**src/rtl/bmprle_pkg.sv**
```systemverilog
// Shared types, codes and constants of the BMP RLE line decoder.
package bmprle_pkg;

    // Widths of the datapath.
    localparam int unsigned BYTE_W     = 8;
    localparam int unsigned COL_W      = 13;
    localparam int unsigned START_W    = 12;
    localparam int unsigned MAX_RECORDS = 3;
    localparam int unsigned REC_CNT_W  = 2;

    // Largest line the decoder accepts; the configured width is clamped to it.
    localparam int unsigned MAX_LINE_PIXELS = 4096;
    localparam int unsigned LIMIT_PIXELS    = (MAX_LINE_PIXELS < 4096) ? MAX_LINE_PIXELS : 4096;
    localparam logic [COL_W-1:0] LINE_LIMIT = COL_W'(LIMIT_PIXELS);

    // Configuration register indexes.
    localparam int unsigned CFG_IDX_W = 1;
    localparam logic [CFG_IDX_W-1:0] CFG_FOUR_BIT_MODE = 1'b0;
    localparam logic [CFG_IDX_W-1:0] CFG_LINE_WIDTH    = 1'b1;

    // Reset value of the line width register.
    localparam logic [COL_W-1:0] LINE_WIDTH_RESET = 13'd640;

    // Escape codes that follow a zero first byte.
    localparam logic [BYTE_W-1:0] ESC_EOL   = 8'd0;
    localparam logic [BYTE_W-1:0] ESC_EOB   = 8'd1;
    localparam logic [BYTE_W-1:0] ESC_DELTA = 8'd2;

    // Parser phase.
    typedef enum logic [2:0] {
        PH_FIRST  = 3'd0,
        PH_SECOND = 3'd1,
        PH_DX     = 3'd2,
        PH_DY     = 3'd3,
        PH_ABS    = 3'd4,
        PH_PAD    = 3'd5
    } t_phase;

    // Kind of an emitted record.
    typedef enum logic [2:0] {
        KIND_RUN   = 3'd0,
        KIND_FILL  = 3'd1,
        KIND_EOL   = 3'd2,
        KIND_BLANK = 3'd3,
        KIND_EOB   = 3'd4,
        KIND_ERROR = 3'd5
    } t_kind;

    // One run record.
    typedef struct packed {
        t_kind               kind;
        logic [BYTE_W-1:0]   first_index;
        logic [BYTE_W-1:0]   second_index;
        logic [COL_W-1:0]    run_count;
        logic [START_W-1:0]  start_column;
    } t_record;

    // All records caused by one item, with their number.
    typedef struct packed {
        logic [REC_CNT_W-1:0]              count;
        t_record [MAX_RECORDS-1:0]         recs;
    } t_batch;

    // Builds a record from its fields.
    function automatic t_record make_rec(t_kind kind, logic [BYTE_W-1:0] a,
                                         logic [BYTE_W-1:0] b, logic [COL_W-1:0] cnt,
                                         logic [COL_W-1:0] col);
        t_record r;
        r.kind         = kind;
        r.first_index  = a;
        r.second_index = b;
        r.run_count    = cnt;
        r.start_column = col[START_W-1:0];
        return r;
    endfunction

endpackage

```
**src/rtl/bmprle_decode.sv**
```systemverilog
// Parser of the RLE byte stream: holds the parse state and forms the records of one byte.
module bmprle_decode
    import bmprle_pkg::*;
(
    input  logic                 i_clk,
    input  logic                 i_rst_n,
    input  logic                 i_accept,
    input  logic [BYTE_W-1:0]    i_byte,
    input  logic                 i_four_bit_mode,
    input  logic [COL_W-1:0]     i_width,
    output t_batch               o_batch
);

    t_phase              r_phase,  n_phase;
    logic [BYTE_W-1:0]   r_held,   n_held;
    logic [COL_W-1:0]    r_column, n_column;
    logic [BYTE_W-1:0]   r_left,   n_left;
    logic                r_pad,    n_pad;
    logic [BYTE_W-1:0]   r_dx,     n_dx;
    logic                r_err,    n_err;

    logic [COL_W:0]      s_sum_held;
    logic [COL_W:0]      s_sum_byte;
    logic [COL_W:0]      s_target;
    logic [COL_W:0]      s_width_x;
    logic                s_has_rest;
    logic [COL_W-1:0]    s_rest;
    logic [1:0]          s_abs_cnt;
    logic [BYTE_W-1:0]   s_abs_left;
    logic [BYTE_W:0]     s_byte_plus1;
    logic [BYTE_W-1:0]   s_hi;
    logic [BYTE_W-1:0]   s_lo;
    logic                s_fail;

    // Shared sums, checks and nibble split.
    always_comb begin
        s_width_x    = {1'b0, i_width};
        s_sum_held   = {1'b0, r_column} + {{(COL_W+1-BYTE_W){1'b0}}, r_held};
        s_sum_byte   = {1'b0, r_column} + {{(COL_W+1-BYTE_W){1'b0}}, i_byte};
        s_target     = {1'b0, r_column} + {{(COL_W+1-BYTE_W){1'b0}}, r_dx};
        s_has_rest   = (r_column < i_width);
        s_rest       = i_width - r_column;
        s_byte_plus1 = {1'b0, i_byte} + 9'd1;
        if (i_four_bit_mode) begin
            s_hi = {4'd0, i_byte[7:4]};
            s_lo = {4'd0, i_byte[3:0]};
        end else begin
            s_hi = i_byte;
            s_lo = i_byte;
        end
        // An absolute byte carries two pixels in 4-bit mode, never more than are left.
        s_abs_cnt = (i_four_bit_mode && (r_left >= 8'd2)) ? 2'd2 : 2'd1;
        if ({6'd0, s_abs_cnt} > r_left) begin
            s_abs_cnt = r_left[1:0];
        end
        s_abs_left = r_left - {6'd0, s_abs_cnt};
    end

    // Overflow of the line, or an error already latched.
    always_comb begin
        s_fail = r_err;
        if (r_phase == PH_SECOND) begin
            if (r_held != '0) begin
                s_fail = s_fail || (s_sum_held > s_width_x);
            end else if ((i_byte != ESC_EOL) && (i_byte != ESC_EOB) &&
                         (i_byte != ESC_DELTA)) begin
                s_fail = s_fail || (s_sum_byte > s_width_x);
            end
        end else if (r_phase == PH_DY) begin
            s_fail = s_fail || (s_target > s_width_x);
        end
    end

    // Next parse phase.
    always_comb begin
        n_phase = r_phase;
        if (s_fail) begin
            n_phase = PH_FIRST;
        end else begin
            unique case (r_phase)
                PH_FIRST:  n_phase = PH_SECOND;
                PH_SECOND: begin
                    if (r_held != '0) begin
                        n_phase = PH_FIRST;
                    end else begin
                        unique case (i_byte) inside
                            ESC_EOL, ESC_EOB: n_phase = PH_FIRST;
                            ESC_DELTA:        n_phase = PH_DX;
                            default:          n_phase = PH_ABS;
                        endcase
                    end
                end
                PH_DX:     n_phase = PH_DY;
                PH_DY:     n_phase = PH_FIRST;
                PH_ABS: begin
                    if (s_abs_left == '0) begin
                        n_phase = r_pad ? PH_PAD : PH_FIRST;
                    end
                end
                PH_PAD:    n_phase = PH_FIRST;
                default:   n_phase = PH_FIRST;
            endcase
        end
    end

    // Next values of the column, held bytes and absolute-run counters.
    always_comb begin
        n_held   = r_held;
        n_column = r_column;
        n_left   = r_left;
        n_pad    = r_pad;
        n_dx     = r_dx;
        n_err    = r_err;
        if (s_fail) begin
            n_err = 1'b1;
        end else begin
            case (r_phase)
                PH_FIRST: n_held = i_byte;
                PH_SECOND: begin
                    if (r_held != '0) begin
                        n_column = s_sum_held[COL_W-1:0];
                    end else if ((i_byte == ESC_EOL) || (i_byte == ESC_EOB)) begin
                        n_column = '0;
                    end else if (i_byte != ESC_DELTA) begin
                        n_left = i_byte;
                        n_pad  = i_four_bit_mode ? s_byte_plus1[1] : i_byte[0];
                    end
                end
                PH_DX: n_dx = i_byte;
                PH_DY: n_column = s_target[COL_W-1:0];
                PH_ABS: begin
                    n_column = r_column + {{(COL_W-2){1'b0}}, s_abs_cnt};
                    n_left   = s_abs_left;
                    if (s_abs_left == '0) begin
                        n_pad = 1'b0;
                    end
                end
                PH_PAD: n_pad = 1'b0;
                default: ;
            endcase
        end
    end

    // Records caused by the current byte.
    always_comb begin
        logic [REC_CNT_W-1:0] v_k;
        v_k     = '0;
        o_batch = '0;
        if (s_fail) begin
            o_batch.recs[0] = make_rec(KIND_ERROR, '0, '0, '0, '0);
            v_k = 2'd1;
        end else begin
            unique case (r_phase)
                PH_SECOND: begin
                    if (r_held != '0) begin
                        o_batch.recs[0] = make_rec(KIND_RUN, s_hi, s_lo,
                                                   {5'd0, r_held}, r_column);
                        v_k = 2'd1;
                    end else if ((i_byte == ESC_EOL) || (i_byte == ESC_EOB)) begin
                        if (s_has_rest) begin
                            o_batch.recs[v_k] = make_rec(KIND_FILL, '0, '0, s_rest, r_column);
                            v_k = v_k + 2'd1;
                        end
                        o_batch.recs[v_k] = make_rec((i_byte == ESC_EOL) ? KIND_EOL : KIND_EOB,
                                                     '0, '0, '0, '0);
                        v_k = v_k + 2'd1;
                    end
                end
                PH_DY: begin
                    if (i_byte == '0) begin
                        if (r_dx != '0) begin
                            o_batch.recs[0] = make_rec(KIND_FILL, '0, '0, {5'd0, r_dx}, r_column);
                            v_k = 2'd1;
                        end
                    end else begin
                        if (s_has_rest) begin
                            o_batch.recs[v_k] = make_rec(KIND_FILL, '0, '0, s_rest, r_column);
                            v_k = v_k + 2'd1;
                        end
                        o_batch.recs[v_k] = make_rec(KIND_BLANK, '0, '0,
                                                     {5'd0, i_byte - 8'd1}, '0);
                        v_k = v_k + 2'd1;
                        if (s_target != '0) begin
                            o_batch.recs[v_k] = make_rec(KIND_FILL, '0, '0,
                                                         s_target[COL_W-1:0], '0);
                            v_k = v_k + 2'd1;
                        end
                    end
                end
                PH_ABS: begin
                    o_batch.recs[0] = make_rec(KIND_RUN, s_hi, s_lo,
                                               {11'd0, s_abs_cnt}, r_column);
                    v_k = 2'd1;
                end
                default: ;
            endcase
        end
        o_batch.count = v_k;
    end

    // Parse state registers.
    always_ff @(posedge i_clk) begin
        if (!i_rst_n) begin
            r_phase  <= PH_FIRST;
            r_held   <= '0;
            r_column <= '0;
            r_left   <= '0;
            r_pad    <= 1'b0;
            r_dx     <= '0;
            r_err    <= 1'b0;
        end else if (i_accept) begin
            r_phase  <= n_phase;
            r_held   <= n_held;
            r_column <= n_column;
            r_left   <= n_left;
            r_pad    <= n_pad;
            r_dx     <= n_dx;
            r_err    <= n_err;
        end
    end

`ifndef SYNTHESIS
    // Once latched, an error gives exactly one error record per byte.
    a_error_only: assert property (@(posedge i_clk) disable iff (!i_rst_n)
        (r_err && i_accept) |-> (o_batch.count == 2'd1 &&
                                 o_batch.recs[0].kind == KIND_ERROR))
        else $error("latched error did not give a single error record");

    // Inside an absolute run at least one pixel is always still due.
    a_abs_left: assert property (@(posedge i_clk) disable iff (!i_rst_n)
        (r_phase == PH_ABS) |-> (r_left != '0))
        else $error("absolute run phase with no pixels left");

    // The column never passes the longest line.
    a_column: assert property (@(posedge i_clk) disable iff (!i_rst_n)
        r_column <= LINE_LIMIT)
        else $error("column beyond the longest line");
`endif

endmodule

```
**src/rtl/bmprle_outq.sv**
```systemverilog
// Result buffer: holds one byte's records, hands one out per unstalled cycle.
module bmprle_outq
    import bmprle_pkg::*;
(
    input  logic                 i_clk,
    input  logic                 i_rst_n,
    input  logic                 i_item_valid,
    output logic                 o_item_stall,
    output logic                 o_accept,
    input  t_batch               i_batch,
    output logic                 o_valid,
    input  logic                 i_stall,
    output t_record              o_rec,
    output logic                 o_last
);

    t_record [MAX_RECORDS-1:0]   r_recs;
    logic [REC_CNT_W-1:0]        r_left;
    logic                        s_take;

    // A new item enters when the buffer is empty or its last record leaves now.
    always_comb begin
        o_valid      = (r_left != '0);
        s_take       = o_valid && !i_stall;
        o_item_stall = !((r_left == '0) || ((r_left == 2'd1) && !i_stall));
        o_accept     = i_item_valid && !o_item_stall;
        o_rec        = r_recs[0];
        o_last       = (r_left == 2'd1);
    end

    // Record count, cleared by reset.
    always_ff @(posedge i_clk) begin
        if (!i_rst_n) begin
            r_left <= '0;
        end else if (o_accept) begin
            r_left <= i_batch.count;
        end else if (s_take) begin
            r_left <= r_left - 2'd1;
        end
    end

    // Record payload: load a fresh batch or shift the next record to the front.
    always_ff @(posedge i_clk) begin
        if (o_accept) begin
            r_recs <= i_batch.recs;
        end else if (s_take) begin
            r_recs[0] <= r_recs[1];
            r_recs[1] <= r_recs[2];
        end
    end

`ifndef SYNTHESIS
    // A loaded batch shows exactly the number of records formed for it.
    a_load_count: assert property (@(posedge i_clk) disable iff (!i_rst_n)
        o_accept |=> (r_left == $past(i_batch.count)))
        else $error("record count lost on load");

    // When the final record leaves and nothing enters, the output goes quiet.
    a_drain: assert property (@(posedge i_clk) disable iff (!i_rst_n)
        (o_valid && !i_stall && (r_left == 2'd1) && !o_accept) |=> !o_valid)
        else $error("record repeated after the last one left");

    // A stalled record stays on the output unchanged.
    a_hold: assert property (@(posedge i_clk) disable iff (!i_rst_n)
        (o_valid && i_stall) |=> (o_valid && $stable(o_rec) && $stable(o_last)))
        else $error("stalled record changed");
`endif

endmodule

```
**src/rtl/bmp_rle_line_decoder_unit.sv**
```systemverilog
// BMP RLE8 / RLE4 line decoder that turns a compressed byte stream into run records.
// One compressed byte enters per cycle while o_stall is low, and its records come
// out of a single record register, one per cycle while i_stall is low, with
// last_of_run marking the final record of each byte. A byte that gives no
// record or one record holds the input only while the receiver stalls, so runs
// of pairs and absolute data stream at one byte per cycle. End of line and end
// of bitmap give up to two records and a delta that changes line up to three;
// such a byte holds the input until its last record leaves. The next byte is taken in
// the same cycle as the last record of the previous one. Configuration writes are
// accepted in every cycle and act at once; write them only while the decoder is idle.
module bmp_rle_line_decoder_unit
    import bmprle_pkg::*;
(
    input  logic                   i_clk,
    input  logic                   i_rst_n,
    // Byte input.
    input  logic                   i_valid,
    output logic                   o_stall,
    input  logic [BYTE_W-1:0]      i_stream_byte,
    // Record output.
    output logic                   o_valid,
    input  logic                   i_stall,
    output logic [2:0]             o_record_kind,
    output logic [BYTE_W-1:0]      o_first_index,
    output logic [BYTE_W-1:0]      o_second_index,
    output logic [COL_W-1:0]       o_run_count,
    output logic [START_W-1:0]     o_start_column,
    output logic                   o_last_of_run,
    // Configuration writes.
    input  logic                   i_cfg_valid,
    output logic                   o_cfg_ready,
    input  logic [CFG_IDX_W-1:0]   i_cfg_index,
    input  logic [COL_W-1:0]       i_cfg_data
);

    logic                r_four_bit_mode;
    logic [COL_W-1:0]    r_line_width;
    logic [COL_W-1:0]    s_width;
    logic                s_accept;
    t_batch              s_batch;
    t_record             s_rec;

    // Configuration registers; the port never waits.
    assign o_cfg_ready = 1'b1;

    always_ff @(posedge i_clk) begin
        if (!i_rst_n) begin
            r_four_bit_mode <= 1'b0;
            r_line_width    <= LINE_WIDTH_RESET;
        end else if (i_cfg_valid && o_cfg_ready) begin
            unique case (i_cfg_index)
                CFG_FOUR_BIT_MODE: r_four_bit_mode <= i_cfg_data[0];
                CFG_LINE_WIDTH:    r_line_width    <= i_cfg_data;
                default: ;
            endcase
        end
    end

    // Line width in use, clamped to one pixel up to the longest line.
    always_comb begin
        s_width = r_line_width;
        if (s_width > LINE_LIMIT) begin
            s_width = LINE_LIMIT;
        end
        if (s_width == '0) begin
            s_width = 13'd1;
        end
    end

    // Stream parser.
    bmprle_decode u_decode (
        .i_clk           (i_clk),
        .i_rst_n         (i_rst_n),
        .i_accept        (s_accept),
        .i_byte          (i_stream_byte),
        .i_four_bit_mode (r_four_bit_mode),
        .i_width         (s_width),
        .o_batch         (s_batch)
    );

    // Record buffer.
    bmprle_outq u_outq (
        .i_clk        (i_clk),
        .i_rst_n      (i_rst_n),
        .i_item_valid (i_valid),
        .o_item_stall (o_stall),
        .o_accept     (s_accept),
        .i_batch      (s_batch),
        .o_valid      (o_valid),
        .i_stall      (i_stall),
        .o_rec        (s_rec),
        .o_last       (o_last_of_run)
    );

    // Record fields onto the ports.
    assign o_record_kind  = s_rec.kind;
    assign o_first_index  = s_rec.first_index;
    assign o_second_index = s_rec.second_index;
    assign o_run_count    = s_rec.run_count;
    assign o_start_column = s_rec.start_column;

endmodule

```
**config.mk**
```make
export PLATFORM = sky130hd
export DESIGN_NAME = bmp_rle_line_decoder_unit
export DESIGN_NICKNAME = d
export VERILOG_FILES = /design/src/rtl/bmprle_pkg.sv /design/src/rtl/bmprle_decode.sv /design/src/rtl/bmprle_outq.sv /design/src/rtl/bmp_rle_line_decoder_unit.sv
export SDC_FILE = /design/constraint.sdc
export NUM_CORES = 1
export LEC_CHECK = 0
export ABC_AREA = 0
export BUFFER_PORTS_ARGS = -buffer_cell sky130_fd_sc_hd__buf_2
export CAP_MARGIN = 20
export CELL_PAD_IN_SITES_DETAIL_PLACEMENT = 0
export CELL_PAD_IN_SITES_GLOBAL_PLACEMENT = 1
export CORE_ASPECT_RATIO = 0.7
export CORE_MARGIN = 5
export CORE_UTILIZATION = 54
export DETAILED_ROUTE_END_ITERATION = 10
export PLACE_DENSITY = 0.87
export SYNTH_ARGS = -nofsm -noshare
export SYNTH_HDL_FRONTEND = slang
export SYNTH_HIERARCHICAL = 1
export SYNTH_SLANG_ARGS = --single-unit
```
**constraint.sdc**
```tcl
create_clock -name i_clk -period 20.2 [get_ports i_clk]
set_clock_uncertainty 0.1 [all_clocks]
set_input_delay 1.01 -clock i_clk [delete_from_list [all_inputs] [get_ports i_clk]]
set_output_delay 1.01 -clock i_clk [all_outputs]
set_load 0.05 [all_outputs]
```
==> reports/qor.csv <==
stage,metric,value,unit
worst_setup_path,cp_slowest_stage_delay,0.65,ns
clock_network,numCtsBuffers,17,
worst_hold_path,hold_path.class,register to register,
clock_network,clock_path_buffers,2,
clock_network,postCtsHoldBufs,0,
die,io_pins,75,
clock_network,cts_max_level,4,
final_layout,multi_input_area,0.00692,sq mm
timing,finalHoldViolCount,0,
placement,gp_congestion,0.968,
worst_setup_path,rr_startpoint,u_decode/r_column[0],
timing,min_period_over_period,0.317,
worst_setup_path,cp-end-kind,register,
worst_setup_path,regToRegEndpoint,u_outq/o_rec[30],
die,fp.dieH,141,microns
die,coreArea,0.0239,sq mm
yosys,synth.cell_area,0.0132,sq mm
final_layout,utilization,0.577,
power_and_ir_drop,p_per_area,130,mW/mm^2
timing,tightest_slew,1.16,ns
timing,rsz0062_at_grt,false,
yosys,async_flop_share,0,
timing,fin_setup_tns,0,ns
route,wirelength,35.8,mm
clock_network,postCtsSetupBuffers,0,
status,status,completed,
yosys,yosysTopAreaCell,edfxtp_1,
yosys,synth-main-ff-cell,edfxtp_1,
final_layout,final_cell_count_no_fill,1672,
yosys,netlist_top_cells_count,"edfxtp_1 (132), nand2_1 (117), buf_4 (110), nor2_1 (92), ha_1 (91)",
die,rows,47,
global_routing,antenna_found_initial,0,
global_routing,grt_pass1_wl,55.0,mm
power_and_ir_drop,leakage,5.56,nW
global_routing,grt_pass1_vias,9231,
yosys,yosysSeqAreaShare,0.388,
clock_network,cts_tree,yes,
worst_setup_path,path_cells,ha_1 > fa_1 > a21oi_1 > o211ai_1 > o31a_1 > nand2_1 > xnor2_1 > inv_1 > ha_1 > nand3_1 > o41ai_1 > o211ai_1 > nor4_4 > buf_4 > nand3b_1 > nor3b_1 > mux2_2,
worst_setup_path,crit_fanout,34,
die,initial_utilization,0.553,
worst_setup_path,endpoint,u_outq/o_rec[30],
yosys,synth_warnings,6,
timing,slew_viol_final,0,
worst_setup_path,criticalPathCategory,register to register,
route,route.detailed.drc,0,
power_and_ir_drop,p_total,1.79,mW
route,ant_nets,0,
route,drt_iter0_drc,1126,
global_routing,overflow,0,
worst_setup_path,slowest_stage,o41ai_1,
clock_network,cts-root-buf,clkbuf_16,
placement,io_buffers,73,
die,dieArea,0.0277,sq mm
clock_network,clock_sinks,190,
placement,post_dp_cell_area,0.0132,sq mm
final_layout,seq_area,0.00512,sq mm
worst_setup_path,arrival,6.60,ns
yosys,synth_area_leaders,"edfxtp_1 (30%), dfxtp_1 (8.8%), ha_1 (8.6%)",
yosys,synth_area_per_cell,9.84,sq um
yosys,synth.most_common_cell,edfxtp_1,
placement,hpwl,27.0,mm
timing,min_period,6.39,ns
clock_network,ctsResizeCount,0,
clock_network,cts.clk_slew.worst_paths,0.08,ns
worst_setup_path,required,20.40,ns
route,vias,9999,
job,max_cap_viol_count,0,
final_layout,drive_gt1_frac,0.175,
power_and_ir_drop,vdd_drop_max,0.130,mV
final_layout,area_delta_synth_final,4.24,%
timing,slew_headroom,0.229,
global_routing,grt_start_max_net_pins,70,
yosys,synth_edf_count,132,
timing,fmax,0.156,GHz
worst_setup_path,start_kind,register,
route,firstDrtPassIters,5,
route,via_per_inst,5.98,
global_routing,grt_use_total,0.257,
final_layout,final_nets,1464,
yosys,yosys_register_bits,190,
die,die_w,197,microns
worst_setup_path,r2r_cells,17,
placement,dp_cells,1639,
worst_setup_path,ff2ff_setup_slack,13.81,ns
yosys,netlist_instances,1342,
yosys,synth.distinct_cells,81,
final_layout,fill_cells,2099,
timing,setup-violations-final,0,
yosys,synth_top_area_frac,0.300,
route,drt-wirelength-per-cell,21.4,microns
clock_network,clk_latency,0.44,ns
worst_setup_path,cp-startpoint,u_decode/r_column[0],
final_layout,design_area,0.0138,sq mm
==> where the power goes <==
part	switching (mW)	leakage (nW)	internal [mW]
registers	0.0552	1.77	0.578
clock network	0.153	0.280	0.188
logic	0.553	3.51	0.260
==> stage by stage <==
| step | hold slack, ns | setup slack (ns) |
|---|---|---|
| floorplan | 0.335 | 12.25 |
| global placement | 0.345 | 13.80 |
| detailed placement | 0.364 | 13.43 |
| CTS | 0.375 | 13.86 |
| global route | 0.397 | 13.36 |
| finish | 0.378 | 13.81 |
==> area by class of cell <==
class | count | area share
tap | 318 | 0.0289
clock buffer | 21 | 0.0327
sequential | 190 | 0.372
antenna | 1 | 0.000182
multi-input combinational | 969 | 0.502
inverter | 77 | 0.0210
clock inverter | 11 | 0.00981
timing repair buffer | 85 | 0.0331
==> flip-flops by register name (all words and copies together), names as in the netlist <==
name               cells
u_outq/r_recs         88
u_outq/o_rec          44
r_line_width          13
u_decode/r_column     13
u_decode/r_dx          8
u_decode/r_held        8
u_decode/r_left        8
u_decode/r_phase       3
u_outq/r_left          2
r_four_bit_mode        1
u_decode/r_err         1
u_decode/r_pad         1
==> how the worst min path moves through the flow <==
stage / from / endpoint / slack [ns] / cells past startpoint
final: r_line_width[1] / r_line_width[1] / 0.38 / 2
after global placement: u_decode/r_left[7] / u_decode/r_left[7] / 0.34 / 2
after CTS: u_decode/r_left[7] / u_decode/r_left[7] / 0.38 / 2
after detailed placement: u_decode/r_left[7] / u_decode/r_left[7] / 0.36 / 2
after floorplan: u_decode/r_left[7] / u_decode/r_left[7] / 0.34 / 2
after global routing: r_line_width[1] / r_line_width[1] / 0.40 / 2
==> metal layers <==
layer	track usage	wire length, microns	vias to the layer above
met3	0.0839	3920	39
met2	0.359	14700	463
met4	0.0536	502	0
li1	-	-	4692
met1	0.387	16700	4805
met5	0	0	-
==> cell usage in the layout, fill, tap and decap left out, drive strengths merged, types with 16 or more instances in the layout <==
cell type  Yosys  routed
edfxtp       132     132
nand2        119     119
nor2          92      92
ha            91      91
mux2          88      88
buf          132      85
inv           75      77
a21oi         65      65
conb           2      59
dfxtp         58      58
xnor2         46      46
nand3         40      40
o21ai         36      36
nor3          26      26
mux2i         23      23
nor2b         22      22
clkbuf        31      21
a211oi        20      20
nand4         17      17
nor4          17      17
and2          17      17
a21boi        16      16
==> logic make-up (layout without fill, tap and decap cells) <==
| group | after synthesis | in the layout | synth area share |
|---|---|---|---|
| flops | 190 | 190 | 0.388 |
| mux | 111 | 111 | 0.0924 |
| simple gates | 391 | 391 | 0.144 |
| buf+inv | 240 | 194 | 0.106 |
| compound gates | 256 | 256 | 0.137 |
| other cells | 2 | 60 | 0.000568 |
| xor+xnor | 55 | 55 | 0.0365 |
| fa+ha+maj | 97 | 97 | 0.0953 |
==> worst max-delay path: cells and delay by family, from the launching register on <==
| family | cells | cell delay (ns) |
|---|---|---|
| adders and majority gates | 3 | 0.85 |
| DFF | 1 | 0.63 |
| and+or+nand+nor | 5 | 1.69 |
| xor gates and xnor gates | 1 | 0.58 |
| muxes | 1 | 0.23 |
| buffers and inverters | 2 | 0.56 |
| AOI/OAI and AO/OA | 5 | 1.61 |
Power figures use the tool's default switching activity.
